<file path="src/hw/rtl/wwg_pkg.sv">
package wwg_pkg;

	// Period limits and derived widths
	localparam int MAX_PERIOD = 1024;
	localparam int IDX_W      = $clog2(MAX_PERIOD);
	localparam int PER_W      = 11;
	localparam int STEP_W     = 9;
	localparam int SHAPE_W    = 3;
	localparam int SAMPLE_W   = 8;

	// Fraction bits of the sine phase and the full divider dividend width
	localparam int PH_W  = 24;
	localparam int DVD_W = IDX_W + PH_W;

	// Job queue depth between front and back
	localparam int QUEUE_DEPTH_DFLT = 2;

	// Register map (word index on paddr[3:2])
	localparam logic [1:0] REG_PERIOD = 2'd0;
	localparam logic [1:0] REG_STEP   = 2'd1;
	localparam logic [1:0] REG_SHAPE  = 2'd2;

	// Waveform shape codes
	localparam logic [SHAPE_W-1:0] SHAPE_SQUARE   = 3'd0;
	localparam logic [SHAPE_W-1:0] SHAPE_SINE     = 3'd1;
	localparam logic [SHAPE_W-1:0] SHAPE_SAW_UP   = 3'd2;
	localparam logic [SHAPE_W-1:0] SHAPE_SAW_DOWN = 3'd3;
	localparam logic [SHAPE_W-1:0] SHAPE_TRIANGLE = 3'd4;
	localparam logic [SHAPE_W-1:0] SHAPE_CONST    = 3'd5;

	// Register reset values
	localparam logic [PER_W-1:0]   PERIOD_RST = 11'd256;
	localparam logic [STEP_W-1:0]  STEP_RST   = 9'd1;
	localparam logic [SHAPE_W-1:0] SHAPE_RST  = SHAPE_CONST;

	// Q30 sine polynomial coefficients
	localparam logic [30:0] SIN_C1  = 31'd1686629713;
	localparam logic [30:0] SIN_C3  = 31'd693598668;
	localparam logic [30:0] SIN_C5  = 31'd85569306;
	localparam logic [30:0] SIN_C7  = 31'd5026993;
	localparam logic [30:0] SIN_C9  = 31'd172272;
	localparam logic [30:0] Q30_ONE = 31'h4000_0000;

	typedef struct packed {
		logic [PER_W-1:0]   period;
		logic [STEP_W-1:0]  step;
		logic [SHAPE_W-1:0] shape;
	} cfg_t;

	typedef struct packed {
		logic [IDX_W-1:0]   idx;
		logic [PER_W-1:0]   per;
		logic [SHAPE_W-1:0] shape;
	} job_t;

	typedef enum logic [1:0] {
		BK_IDLE,
		BK_DIV,
		BK_POLY,
		BK_OUT
	} back_state_t;

endpackage

</file>
<file path="src/hw/rtl/wwg_front.sv">
module wwg_front import wwg_pkg::*; (
	input  logic       clk,
	input  logic       arst_n,
	input  cfg_t       cfg,
	input  logic       phase_clr,
	input  logic       s_tvalid,
	output logic       s_tready,
	input  logic [7:0] s_tdata,   // [0] tick
	input  logic       q_full,
	output logic       push,
	output job_t       push_job
);

	logic [IDX_W-1:0] phase_q;
	logic [PER_W-1:0] per_eff;
	logic [IDX_W-1:0] idx_cur;
	logic [PER_W-1:0] step_eff;
	logic [PER_W-1:0] sum;
	logic [PER_W-1:0] nxt;

	// Clamp the period into its legal range
	always_comb begin
		if (cfg.period < PER_W'(2)) begin
			per_eff = PER_W'(2);
		end else if (cfg.period > PER_W'(MAX_PERIOD)) begin
			per_eff = PER_W'(MAX_PERIOD);
		end else begin
			per_eff = cfg.period;
		end
	end

	// Index for this item, then advance by the clamped step and wrap once
	always_comb begin
		idx_cur  = (PER_W'(phase_q) >= per_eff) ? '0 : phase_q;
		step_eff = (PER_W'(cfg.step) > per_eff) ? per_eff : PER_W'(cfg.step);
		sum      = PER_W'(idx_cur) + step_eff;
		nxt      = (sum >= per_eff) ? sum - per_eff : sum;
	end

	// Accept whenever the queue has room; a zero tick is dropped
	assign s_tready = !q_full;
	assign push     = s_tvalid && s_tready && s_tdata[0];

	always_comb begin
		push_job.idx   = idx_cur;
		push_job.per   = per_eff;
		push_job.shape = cfg.shape;
	end

	always_ff @(posedge clk or negedge arst_n) begin
		if (!arst_n) begin
			phase_q <= '0;
		end else if (phase_clr) begin
			phase_q <= '0;
		end else if (push) begin
			phase_q <= nxt[IDX_W-1:0];
		end
	end

	a_idx_in_period: assert property (@(posedge clk) disable iff (!arst_n)
		push |-> (PER_W'(push_job.idx) < push_job.per))
		else $error("job index not below its period");

	a_per_legal: assert property (@(posedge clk) disable iff (!arst_n)
		push |-> (push_job.per >= PER_W'(2) && push_job.per <= PER_W'(MAX_PERIOD)))
		else $error("job period outside clamp range");

endmodule

</file>
<file path="src/hw/rtl/wwg_queue.sv">
module wwg_queue import wwg_pkg::*; #(
	parameter int DEPTH = QUEUE_DEPTH_DFLT
) (
	input  logic clk,
	input  logic arst_n,
	input  logic push,
	input  job_t push_job,
	output logic full,
	input  logic pop,
	output logic q_valid,
	output job_t q_job
);

	localparam int PTR_W = (DEPTH > 1) ? $clog2(DEPTH) : 1;
	localparam int CNT_W = $clog2(DEPTH + 1);

	job_t             mem_q [DEPTH];
	logic [PTR_W-1:0] wr_ptr_q;
	logic [PTR_W-1:0] rd_ptr_q;
	logic [CNT_W-1:0] count_q;
	logic             do_push;
	logic             do_pop;

	assign full    = (count_q == CNT_W'(DEPTH));
	assign q_valid = (count_q != '0);
	assign do_push = push && !full;
	assign do_pop  = pop && q_valid;
	assign q_job   = mem_q[rd_ptr_q];

	// Store the entry
	always_ff @(posedge clk) begin
		if (do_push) begin
			mem_q[wr_ptr_q] <= push_job;
		end
	end

	// Advance pointers and occupancy
	always_ff @(posedge clk or negedge arst_n) begin
		if (!arst_n) begin
			wr_ptr_q <= '0;
			rd_ptr_q <= '0;
			count_q  <= '0;
		end else begin
			if (do_push) begin
				wr_ptr_q <= (wr_ptr_q == PTR_W'(DEPTH - 1)) ? '0 : wr_ptr_q + 1'b1;
			end
			if (do_pop) begin
				rd_ptr_q <= (rd_ptr_q == PTR_W'(DEPTH - 1)) ? '0 : rd_ptr_q + 1'b1;
			end
			if (do_push && !do_pop) begin
				count_q <= count_q + 1'b1;
			end else if (do_pop && !do_push) begin
				count_q <= count_q - 1'b1;
			end
		end
	end

	a_no_push_full: assert property (@(posedge clk) disable iff (!arst_n)
		full |-> !push)
		else $error("push into full queue");

endmodule

</file>
<file path="src/hw/rtl/wwg_back.sv">
module wwg_back import wwg_pkg::*; (
	input  logic        clk,
	input  logic        arst_n,
	input  logic        q_valid,
	input  job_t        q_job,
	output logic        pop,
	output logic        m_tvalid,
	input  logic        m_tready,
	output logic [23:0] m_tdata    // [7:0] sample, [17:8] position
);

	back_state_t      state_q;
	back_state_t      state_d;
	job_t             job_q;
	logic [PER_W-1:0] rem_q;
	logic [PH_W-1:0]  dvd_q;
	logic [4:0]       cnt_q;
	logic [2:0]       pk_q;
	logic [61:0]      prod_q;
	logic [30:0]      t2_q;
	logic             m_tvalid_q;
	logic [23:0]      m_tdata_q;

	logic             div_en;
	logic             poly_en;
	logic             load_out;
	logic             direct;
	logic [DVD_W-1:0] dividend;
	logic [PER_W:0]   trial;
	logic             qbit;
	logic [1:0]       quad;
	logic [22:0]      xq;
	logic [30:0]      t_val;
	logic [30:0]      prod_hi;
	logic [30:0]      mul_a;
	logic [30:0]      mul_b;
	logic [30:0]      s_sat;
	logic [31:0]      lvl;
	logic [39:0]      lvl255;
	logic [8:0]       tri_k;
	logic [11:0]      half_chk;
	logic [7:0]       sample;

	// Shapes that need no division
	assign direct = (q_job.shape != SHAPE_SINE) && (q_job.shape != SHAPE_SAW_UP)
		&& (q_job.shape != SHAPE_SAW_DOWN) && (q_job.shape != SHAPE_TRIANGLE);

	// Next state
	always_comb begin
		state_d = state_q;
		case (state_q)
			BK_IDLE: begin
				if (q_valid) begin
					state_d = direct ? BK_OUT : BK_DIV;
				end
			end
			BK_DIV: begin
				if (cnt_q == 5'd23) begin
					state_d = (job_q.shape == SHAPE_SINE) ? BK_POLY : BK_OUT;
				end
			end
			BK_POLY: begin
				if (pk_q == 3'd5) begin
					state_d = BK_OUT;
				end
			end
			BK_OUT: begin
				if (!m_tvalid_q || m_tready) begin
					state_d = BK_IDLE;
				end
			end
			default: state_d = BK_IDLE;
		endcase
	end

	// Control outputs
	always_comb begin
		pop      = 1'b0;
		div_en   = 1'b0;
		poly_en  = 1'b0;
		load_out = 1'b0;
		case (state_q)
			BK_IDLE: pop = q_valid;
			BK_DIV:  div_en = 1'b1;
			BK_POLY: poly_en = 1'b1;
			BK_OUT:  load_out = !m_tvalid_q || m_tready;
			default: pop = 1'b0;
		endcase
	end

	always_ff @(posedge clk or negedge arst_n) begin
		if (!arst_n) begin
			state_q <= BK_IDLE;
		end else begin
			state_q <= state_d;
		end
	end

	// Dividend: 256*i, 511*i or i scaled to a 24-bit turn fraction
	always_comb begin
		case (q_job.shape)
			SHAPE_SAW_UP,
			SHAPE_SAW_DOWN: dividend = DVD_W'({q_job.idx, 8'd0});
			SHAPE_TRIANGLE: dividend = DVD_W'({q_job.idx, 9'd0}) - DVD_W'(q_job.idx);
			default:        dividend = {q_job.idx, {PH_W{1'b0}}};
		endcase
	end

	// One quotient bit per cycle
	assign trial = {rem_q, dvd_q[PH_W-1]};
	assign qbit  = (trial >= {1'b0, job_q.per});

	// Angle within the quadrant from the phase quotient
	always_comb begin
		quad    = dvd_q[PH_W-1:PH_W-2];
		xq      = quad[0] ? (23'h40_0000 - {1'b0, dvd_q[21:0]}) : {1'b0, dvd_q[21:0]};
		t_val   = {xq, 8'd0};
		prod_hi = prod_q[60:30];
	end

	// Shared multiplier operands for the Horner steps
	always_comb begin
		mul_a = t2_q;
		mul_b = SIN_C1 - prod_hi;
		case (pk_q)
			3'd0: begin
				mul_a = t_val;
				mul_b = t_val;
			end
			3'd1: begin
				mul_a = prod_hi;
				mul_b = SIN_C9;
			end
			3'd2: mul_b = SIN_C7 - prod_hi;
			3'd3: mul_b = SIN_C5 - prod_hi;
			3'd4: mul_b = SIN_C3 - prod_hi;
			3'd5: begin
				mul_a = t_val;
				mul_b = SIN_C1 - prod_hi;
			end
			default: mul_b = SIN_C1 - prod_hi;
		endcase
	end

	// Datapath registers
	always_ff @(posedge clk) begin
		if (pop) begin
			job_q <= q_job;
			rem_q <= PER_W'(dividend[DVD_W-1:PH_W]);
			dvd_q <= dividend[PH_W-1:0];
		end else if (div_en) begin
			rem_q <= qbit ? PER_W'(trial - {1'b0, job_q.per}) : trial[PER_W-1:0];
			dvd_q <= {dvd_q[PH_W-2:0], qbit};
		end
		if (poly_en) begin
			prod_q <= mul_a * mul_b;
			if (pk_q == 3'd1) begin
				t2_q <= prod_hi;
			end
		end
	end

	always_ff @(posedge clk or negedge arst_n) begin
		if (!arst_n) begin
			cnt_q <= '0;
			pk_q  <= '0;
		end else begin
			cnt_q <= div_en ? cnt_q + 1'b1 : '0;
			pk_q  <= poly_en ? pk_q + 1'b1 : '0;
		end
	end

	// Final sample per shape
	always_comb begin
		s_sat    = (prod_q[61:30] > {1'b0, Q30_ONE}) ? Q30_ONE : prod_q[60:30];
		lvl      = quad[1] ? ({1'b0, Q30_ONE} - {1'b0, s_sat})
		                   : ({1'b0, Q30_ONE} + {1'b0, s_sat});
		lvl255   = {lvl, 8'd0} - {8'd0, lvl};
		tri_k    = dvd_q[8:0];
		half_chk = {1'b0, job_q.idx, 1'b0} + 12'd2;
		case (job_q.shape)
			SHAPE_SQUARE:   sample = (half_chk <= {1'b0, job_q.per}) ? 8'd0 : 8'd255;
			SHAPE_SINE:     sample = lvl255[38:31];
			SHAPE_SAW_UP:   sample = dvd_q[7:0];
			SHAPE_SAW_DOWN: sample = 8'd255 - dvd_q[7:0];
			SHAPE_TRIANGLE: sample = (tri_k <= 9'd255) ? 8'(9'd255 - tri_k)
			                                           : 8'(tri_k - 9'd255);
			default:        sample = 8'd127;
		endcase
	end

	// Output register
	always_ff @(posedge clk or negedge arst_n) begin
		if (!arst_n) begin
			m_tvalid_q <= 1'b0;
		end else if (load_out) begin
			m_tvalid_q <= 1'b1;
		end else if (m_tready) begin
			m_tvalid_q <= 1'b0;
		end
	end

	always_ff @(posedge clk) begin
		if (load_out) begin
			m_tdata_q <= {(24 - IDX_W - SAMPLE_W)'(0), job_q.idx, sample};
		end
	end

	assign m_tvalid = m_tvalid_q;
	assign m_tdata  = m_tdata_q;

	a_rem_bound: assert property (@(posedge clk) disable iff (!arst_n)
		(state_q == BK_DIV) |-> (rem_q < job_q.per))
		else $error("divider remainder not below period");

	a_pop_idle: assert property (@(posedge clk) disable iff (!arst_n)
		pop |=> (state_q != BK_IDLE))
		else $error("back stayed idle after taking a job");

endmodule

</file>
<file path="src/hw/rtl/wavetable_waveform_generator.sv">
// Waveform generator: every tick item (tick bit set) yields one result item holding an
// 8-bit sample of the selected shape and the index at which it was taken; a tick of zero
// is dropped. For square, constant and the unused shape codes the back end does no division;
// for sawtooth and triangle a restoring divider forms 256*i/P or 511*i/P, and for sine
// the same divider forms the 24-bit phase, then six steps of one shared 31x31 multiplier
// evaluate the polynomial. A two-entry job queue sits between the index front end and
// the compute back end, so ticks keep being taken while the queue has room and a sample
// is built or waits on m_tready. Registers via APB: 0x0 period_length (write clears the
// index), 0x4 index_step, 0x8 wave_shape.
module wavetable_waveform_generator import wwg_pkg::*; #(
	parameter int QUEUE_DEPTH = QUEUE_DEPTH_DFLT
) (
	input  logic        clk,
	input  logic        arst_n,
	input  logic        s_tvalid,
	output logic        s_tready,
	input  logic [7:0]  s_tdata,   // [0] tick
	output logic        m_tvalid,
	input  logic        m_tready,
	output logic [23:0] m_tdata,   // [7:0] sample, [17:8] position
	input  logic        psel,
	input  logic        penable,
	input  logic        pwrite,
	input  logic [3:0]  paddr,
	input  logic [31:0] pwdata,
	output logic [31:0] prdata,
	output logic        pready
);

	cfg_t cfg_q;
	logic cfg_wr;
	logic phase_clr;
	logic push;
	job_t push_job;
	logic q_full;
	logic q_valid;
	job_t q_job;
	logic pop;

	assign pready    = 1'b1;
	assign cfg_wr    = psel && penable && pwrite && pready;
	assign phase_clr = cfg_wr && (paddr[3:2] == REG_PERIOD);

	// Configuration registers
	always_ff @(posedge clk or negedge arst_n) begin
		if (!arst_n) begin
			cfg_q.period <= PERIOD_RST;
			cfg_q.step   <= STEP_RST;
			cfg_q.shape  <= SHAPE_RST;
		end else if (cfg_wr) begin
			case (paddr[3:2])
				REG_PERIOD: cfg_q.period <= pwdata[PER_W-1:0];
				REG_STEP:   cfg_q.step   <= pwdata[STEP_W-1:0];
				REG_SHAPE:  cfg_q.shape  <= pwdata[SHAPE_W-1:0];
				default:    cfg_q.shape  <= cfg_q.shape;
			endcase
		end
	end

	// Register readback
	always_comb begin
		case (paddr[3:2])
			REG_PERIOD: prdata = 32'(cfg_q.period);
			REG_STEP:   prdata = 32'(cfg_q.step);
			REG_SHAPE:  prdata = 32'(cfg_q.shape);
			default:    prdata = '0;
		endcase
	end

	wwg_front u_front (
		.clk       (clk),
		.arst_n    (arst_n),
		.cfg       (cfg_q),
		.phase_clr (phase_clr),
		.s_tvalid  (s_tvalid),
		.s_tready  (s_tready),
		.s_tdata   (s_tdata),
		.q_full    (q_full),
		.push      (push),
		.push_job  (push_job)
	);

	wwg_queue #(
		.DEPTH (QUEUE_DEPTH)
	) u_queue (
		.clk      (clk),
		.arst_n   (arst_n),
		.push     (push),
		.push_job (push_job),
		.full     (q_full),
		.pop      (pop),
		.q_valid  (q_valid),
		.q_job    (q_job)
	);

	wwg_back u_back (
		.clk      (clk),
		.arst_n   (arst_n),
		.q_valid  (q_valid),
		.q_job    (q_job),
		.pop      (pop),
		.m_tvalid (m_tvalid),
		.m_tready (m_tready),
		.m_tdata  (m_tdata)
	);

endmodule

</file>
<file path="config.mk">
export PLATFORM = sky130hd
export DESIGN_NAME = wavetable_waveform_generator
export DESIGN_NICKNAME = d
export VERILOG_FILES = /design/src/hw/rtl/wwg_pkg.sv /design/src/hw/rtl/wwg_front.sv /design/src/hw/rtl/wwg_queue.sv /design/src/hw/rtl/wwg_back.sv /design/src/hw/rtl/wavetable_waveform_generator.sv
export SDC_FILE = /design/constraint.sdc
export NUM_CORES = 2
export LEC_CHECK = 0
export BUFFER_PORTS_ARGS = -buffer_cell sky130_fd_sc_hd__buf_2
export CORE_ASPECT_RATIO = 1.25
export CORE_UTILIZATION = 35
export DETAILED_ROUTE_END_ITERATION = 16
export GPL_ROUTABILITY_DRIVEN = 0
export SLEW_MARGIN = 30
export SYNTH_ARGS = -nofsm -noshare
export SYNTH_HDL_FRONTEND = slang
export SYNTH_SLANG_ARGS = --single-unit
</file>
<file path="constraint.sdc">
create_clock -name clk -period 12.05 [get_ports clk]
set_clock_uncertainty 0.05 [all_clocks]
set_input_delay 1.205 -clock clk [delete_from_list [all_inputs] [get_ports clk]]
set_output_delay 1.205 -clock clk [all_outputs]
set_load 0.02 [all_outputs]
</file>
Word level (Yosys, flattened, before mapping)
Memories as Yosys holds them, arrays and structs flattened.
Index checks and enable logic that the tools add are counted.

storage, ports and cells
  register bits after elaboration = 218
  latch bits = 0
  memory bits (writable) = 48
  ROM bits = 0
  output and inout port bits = 59
  logic and storage cells = 156
  memories = 1

cells by class
  $add $sub $neg = 22
  $mul = 1
  div/mod/pow operators = 0
  order comparisons = 9
  equality and inequality tests = 27
  shift-type cells = 0
  muxes and demuxes = 43
  bitwise gates (word level) = 0
  reduce and logical (&&, ||, !) cells = 33

memory list
  name           words  bits a word  read ports  clocked after Yosys merged registers in  write ports  RTL line         source
  u_queue.mem_q  2      24           1           0                                        1            wwg_queue.sv:17  job_t mem_q [DEPTH];

operators by type and width
  cell                      count
  $pmux W31 S5              1
  $pmux W34 S2              1
  $mul A31 B31 Y62          1
  $pmux W31 S2              1
  $mux W10                  6
  $mux W24                  2
  $mux W11                  4
  $pmux W8 S5               1
  $sub A39 B32 Y39          1
  $pmux W11 S3              1
  $add A31 B31 Y32 const A  1
  $gt A32 B31 Y1 const B    1
  $mux W32                  1
  $sub A31 B31 Y32 const A  1
  $mux W31                  1
  $sub A23 B31 Y31 const A  1
  $sub A27 B31 Y31 const A  1
  $sub A30 B31 Y31 const A  1
  $sub A31 B31 Y31 const A  1
  $mux W23                  1
  $sub A23 B22 Y23 const A  1
  $sub A19 B10 Y20          1
  $eq A3 B2 Y1 const B      6
  $mux W8                   2
  42 further kinds          96

Longest topological paths before layout
  word-level depth = 10
  mapped depth = 43
  depth with buffers taken out = 41

Modules after synthesis
A second synthesis with hierarchy kept.

unflattened totals
  cell total of the unflattened synthesis = 5410
  area, all modules = 48439.0 um^2

by module, submodules not included
  module                        instances  cells an instance  area each (um^2)  sequential area each (um^2)
  wwg_back                      1          4923               42793.5           4469.3
  wwg_front                     1          289                2338.5            250.2
  wwg_queue                     1          94                 2034.5            1541.5
  wavetable_waveform_generator  1          104                1272.5            580.6

Worst setup path before layout
Ideal clock, no wire load.

  kind = reg2reg
  from = reg u_back.pk_q[2]
  to = reg u_back.prod_q[53] (data pin)
  data arrival time = 10.384 ns
  data required time = 11.739 ns
  slack = 1.355 ns
  cell stages (with the launch flop) = 41
  buffers on the path = 2
  clock period less this slack = 10.695 ns
  path through = dfrtp_1 clkbuf_1 clkinv_1 nand2_1 inv_1 ha_1 a21o_1 a21oi_1 nor2_1 o32ai_1 o22ai_1 a221oi_1 o21ai_0 xnor2_1 a22oi_1 clkbuf_1 nand2_1 fa_1 [5 not listed] fa_1 fa_1 fa_1 inv_1 fa_1 inv_1 ha_1 ha_1 and2_1 and3_1 nand2_1 o211ai_1 a221oi_1 o221a_2 nand2_1 a21oi_1 nor3_1 a311o_1

on the way
  word-level cells in the longest chain between the ends = 4
  elaborated cells on any way between the ends = 10

RTL lines
  item                                                     RTL line         source
  start: declaration                                       wwg_back.sv:18   logic [2:0] pk_q;
  start signal: assignment                                 wwg_back.sv:169  pk_q <= poly_en ? pk_q + 1'b1 : '0;
  $eq A3 B3 Y1 / $logic_not A3 Y1 (equally long branches)  wwg_back.sv:125  case (pk_q)
  $reduce_or A2 Y1 (no line)                               n/a
  $pmux W31 S2                                             wwg_back.sv:125
  $mul A31 B31 Y62 *                                       wwg_back.sv:156  prod_q <= mul_a * mul_b;
  end signal: assignment                                   wwg_back.sv:156
  end: declaration                                         wwg_back.sv:19   logic [61:0] prod_q;

Mark *: on every way between the ends. The rest lies on a longest branch, timed or not.
A chain may end at the register's enable or synchronous reset.

Final worst setup path
  from = reg u_back.pk_q[0]
  to = reg u_back.prod_q[47] (data pin)

The elaborated chain is that of the path after synthesis.

==> metrics.md <==
| Metric | Value |
|---|---|
| Outcome | `finished clean` |
| Clock Latency Late Sink | `580 ps` |
| Worst EP required | `12310 ps` |
| Total grt overflow | `0` |
| DRC | `0` |
| CTS tree | `yes` |
| CTS Root Cell | `clkbuf_16` |
| Max-Cap Viols | `0` |
| Ys async rst share | `20.3%` |
| Final wirelength | `149000 µm` |
| Worst Setup End Kind | `flop` |
| Worst-Margin Slew | `1060 ps` |
| Relative slew slack | `29.2%` |
| Layout cells sized above 1 | `7.11%` |
| Mapped cell area | `0.0478 mm²` |
| Slew Viols, Final | `0` |
| Hold buffers post-CTS | `0` |
| Largest net degree at the start of global routing | `50` |
| TritonCTS buffer count | `28` |
| All-Layer GR Usage | `21.6%` |
| DRT antenna net count | `0` |
| Ys flop type | `edfxtp_1` |
| Clock Sinks | `236` |
| Yosys warns | `0` |
| Seq/Total Area, Yosys | `14.3%` |
| Die area | `0.138 mm²` |
| Seq cells post-synth | `236` |
| Port-buffer cells | `51` |
| Setup tns final | `0 ps` |
| Post-synth EDFFs | `187` |
| Final Hold Vio Count | `0` |
| Clk slew on worst S/H paths | `60 ps` |
| Crit path largest cell delay | `840 ps` |
| Syn-to-layout area delta | `8.20%` |
| CP dominant cell by count | `fa_1` |
| Core ar. | `0.135 mm²` |
| H-tree Lvls | `1` |
| Nets | `6668` |
| Data arrival time of the critical path | `11710 ps` |
| RSZ-0062 raised after global routing | `false` |
| Startpoint types | `flop` |
| Die H | `415 µm` |
| 1st-iter DRT viols | `2949` |
| DIE WIDTH | `333 µm` |
| Wire per inst | `20.8 µm` |
| Critical path class | `reg2reg` |
| Hpwl dp | `121000 µm` |
| Max FO, Critical Path | `14` |
| Synth cell types | `81` |
| Initial antenna violation count | `3` |
| Via/cell ratio | `5.33` |
| DRT Pass-1 Iters | `5` |
| Clock buffer depth | `3` |
| First-pass GRT wire length | `231000 µm` |
| Starting density of the core | `35.3%` |
| Number of global-route vias before repair | `40100` |
| Slowest-stage cell, CP | `a21o_1` |
| Total I/O pin count | `110` |
| DR vias | `38300` |
| Num rows | `151` |
| FMAX | `87.3 MHz` |
| Final worst path period share | `95.0%` |
| Tmin final | `11450 ps` |
| Min-delay worst type | `reg2reg` |
| Setup violators final | `0` |
| Post-Syn Area per Cell | `8.87 µm²` |
| Diode count | `0` |
| Cells after Synth | `5389` |
sequential cells by signal, summed over array words and instances, names as in the netlist:
name and cells:
u_back.cnt_q 5, u_back.pk_q 3, u_back.state_q 2, u_queue.wr_ptr_q 1, u_back.t2_q 31, u_back.m_tdata 18
u_back.dvd_q 24, u_queue.rd_ptr_q 1, u_queue.mem_q 48, u_back.prod_q 32, cfg_q 23, u_back.job_q 24
u_queue.count_q 2, u_back.rem_q 11, u_back.m_tvalid 1, u_front.phase_q 10
final timing paths:
check	start	to	slack (ps)	depth (start not counted)
setup / recovery	u_back.pk_q[0]$_DFF_PN0_	u_back.prod_q[47]$_DFFE_PP_	600	37
hold / removal	u_back.cnt_q[0]$_DFF_PN0_	u_back.cnt_q[0]$_DFF_PN0_	410	1
setup reg to reg	u_back.pk_q[0]$_DFF_PN0_	u_back.prod_q[47]$_DFFE_PP_	600	37
hold reg to reg	u_back.cnt_q[0]$_DFF_PN0_	u_back.cnt_q[0]$_DFF_PN0_	410	1
max in group asynchronous	arst_n	u_back.pk_q[2]$_DFF_PN0_	10750	2
min in group asynchronous	arst_n	cfg_q[7]$_DFFE_PN0P_	690	2
metrics by stage:
stage	util [%]	cell area [µm²]	setup WS (ps)	hold slack (ps)	std cells
floorplan	-	47900	1360	371	5416
global route	38.2	51800	2.60	436	7172
finish	38.2	51800	599	412	7172
detailed placement	37.4	50700	712	406	7118
CTS	38.2	51700	705	414	7170
global placement	37.4	50700	822	396	7116
critical path: cells and delay by family, from the launching register on:
family	cells	cell delay [ps]
AOI/OAI and AO/OA	13	4040
xor gates and xnor gates	2	280
adders and majority gates	11	5060
buffers and inverters	7	740
DFF	1	520
and+or+nand+nor	4	450
placed cells by master (no fill, tap or decap), types with 44 or more instances in the layout:
cell type,synthesis,routed
and2_1,70,69
edfxtp_1,187,187
nand2b_1,65,65
xor2_1,52,52
inv_1,1039,1039
buf_4,28,158
buf_2,4,53
a21o_1,66,65
nor2b_1,51,51
xnor2_1,114,114
nor2_1,554,549
ha_1,386,384
mux2_2,49,49
nand2_1,694,694
nand3_1,58,58
a21oi_1,163,158
fa_1,840,840
mux2i_1,45,44
dfrtp_1,44,44
o21ai_0,132,125
synth_stat cells (26+ instances only):
| master | count | area share, % |
|---|---|---|
| nor2b_1 | 51 | 0.67 |
| ha_1 | 386 | 10 |
| xor2_1 | 52 | 0.95 |
| a22oi_1 | 29 | 0.46 |
| edfxtp_1 | 187 | 12 |
| mux2i_1 | 45 | 0.94 |
| nor2_1 | 554 | 4.3 |
| nand4_1 | 26 | 0.34 |
| a211oi_1 | 41 | 0.64 |
| xnor2_1 | 114 | 2.1 |
| a21oi_1 | 163 | 1.7 |
| nand2_1 | 694 | 5.4 |
| a21o_1 | 66 | 1.0 |
| nand3_1 | 58 | 0.61 |
| fa_1 | 840 | 35 |
| and2_1 | 70 | 0.92 |
| o21ai_0 | 132 | 1.4 |
| nor3_1 | 43 | 0.45 |
| o22ai_1 | 28 | 0.37 |
| nand2b_1 | 65 | 0.85 |
| buf_4 | 28 | 0.44 |
| mux2_2 | 49 | 1.2 |
| dfrtp_1 | 44 | 2.3 |
| inv_1 | 1039 | 8.2 |
| a211o_1 | 28 | 0.51 |
| clkbuf_1 | 219 | 1.7 |
per-layer routing:
metal  vias to the layer above  GRT usage, %  routed length, µm
li1                      17000             -                  -
met1                     19400          24.9              55600
met2                      1430          38.6              74600
met3                       451          2.41               8570
met4                         2          12.3              10400
met5                         -             0                 14
cell families after synthesis:
logic type	Yosys count	share of synthesized area, %
and+or+nand+nor	1660	15.1
buffers and inverters	1316	10.6
adders and majority gates	1226	45.3
AOI/OAI and AO/OA	689	9.64
DFF	236	14.3
xor gates and xnor gates	166	3.04
muxes	94	2.10
other	2	0.0157
area by class of cell:
| cell class | count | area, µm² |
|---|---|---|
| Multi-Input combinational cell | 3864 | 36300 |
| Fill cell | 13600 | 83700 |
| Sequential cell | 236 | 6840 |
| Clock inverter | 22 | 258 |
| Clock buffer | 30 | 708 |
| Tap cell | 1759 | 2200 |
| Inverter | 1047 | 3930 |
| Timing Repair Buffer | 214 | 1510 |
what timing repair did:
item                                    in CTS  in global routing
endpoints found under the hold margin        0                  0
endpoints found under the setup margin       0                  3
buffers inserted                             0                  0
resized for setup                            0                  4
Power is left out: the tool's default activity adds up to more than one toggle a clock period on the data nets, which glitch-free logic cannot reach.
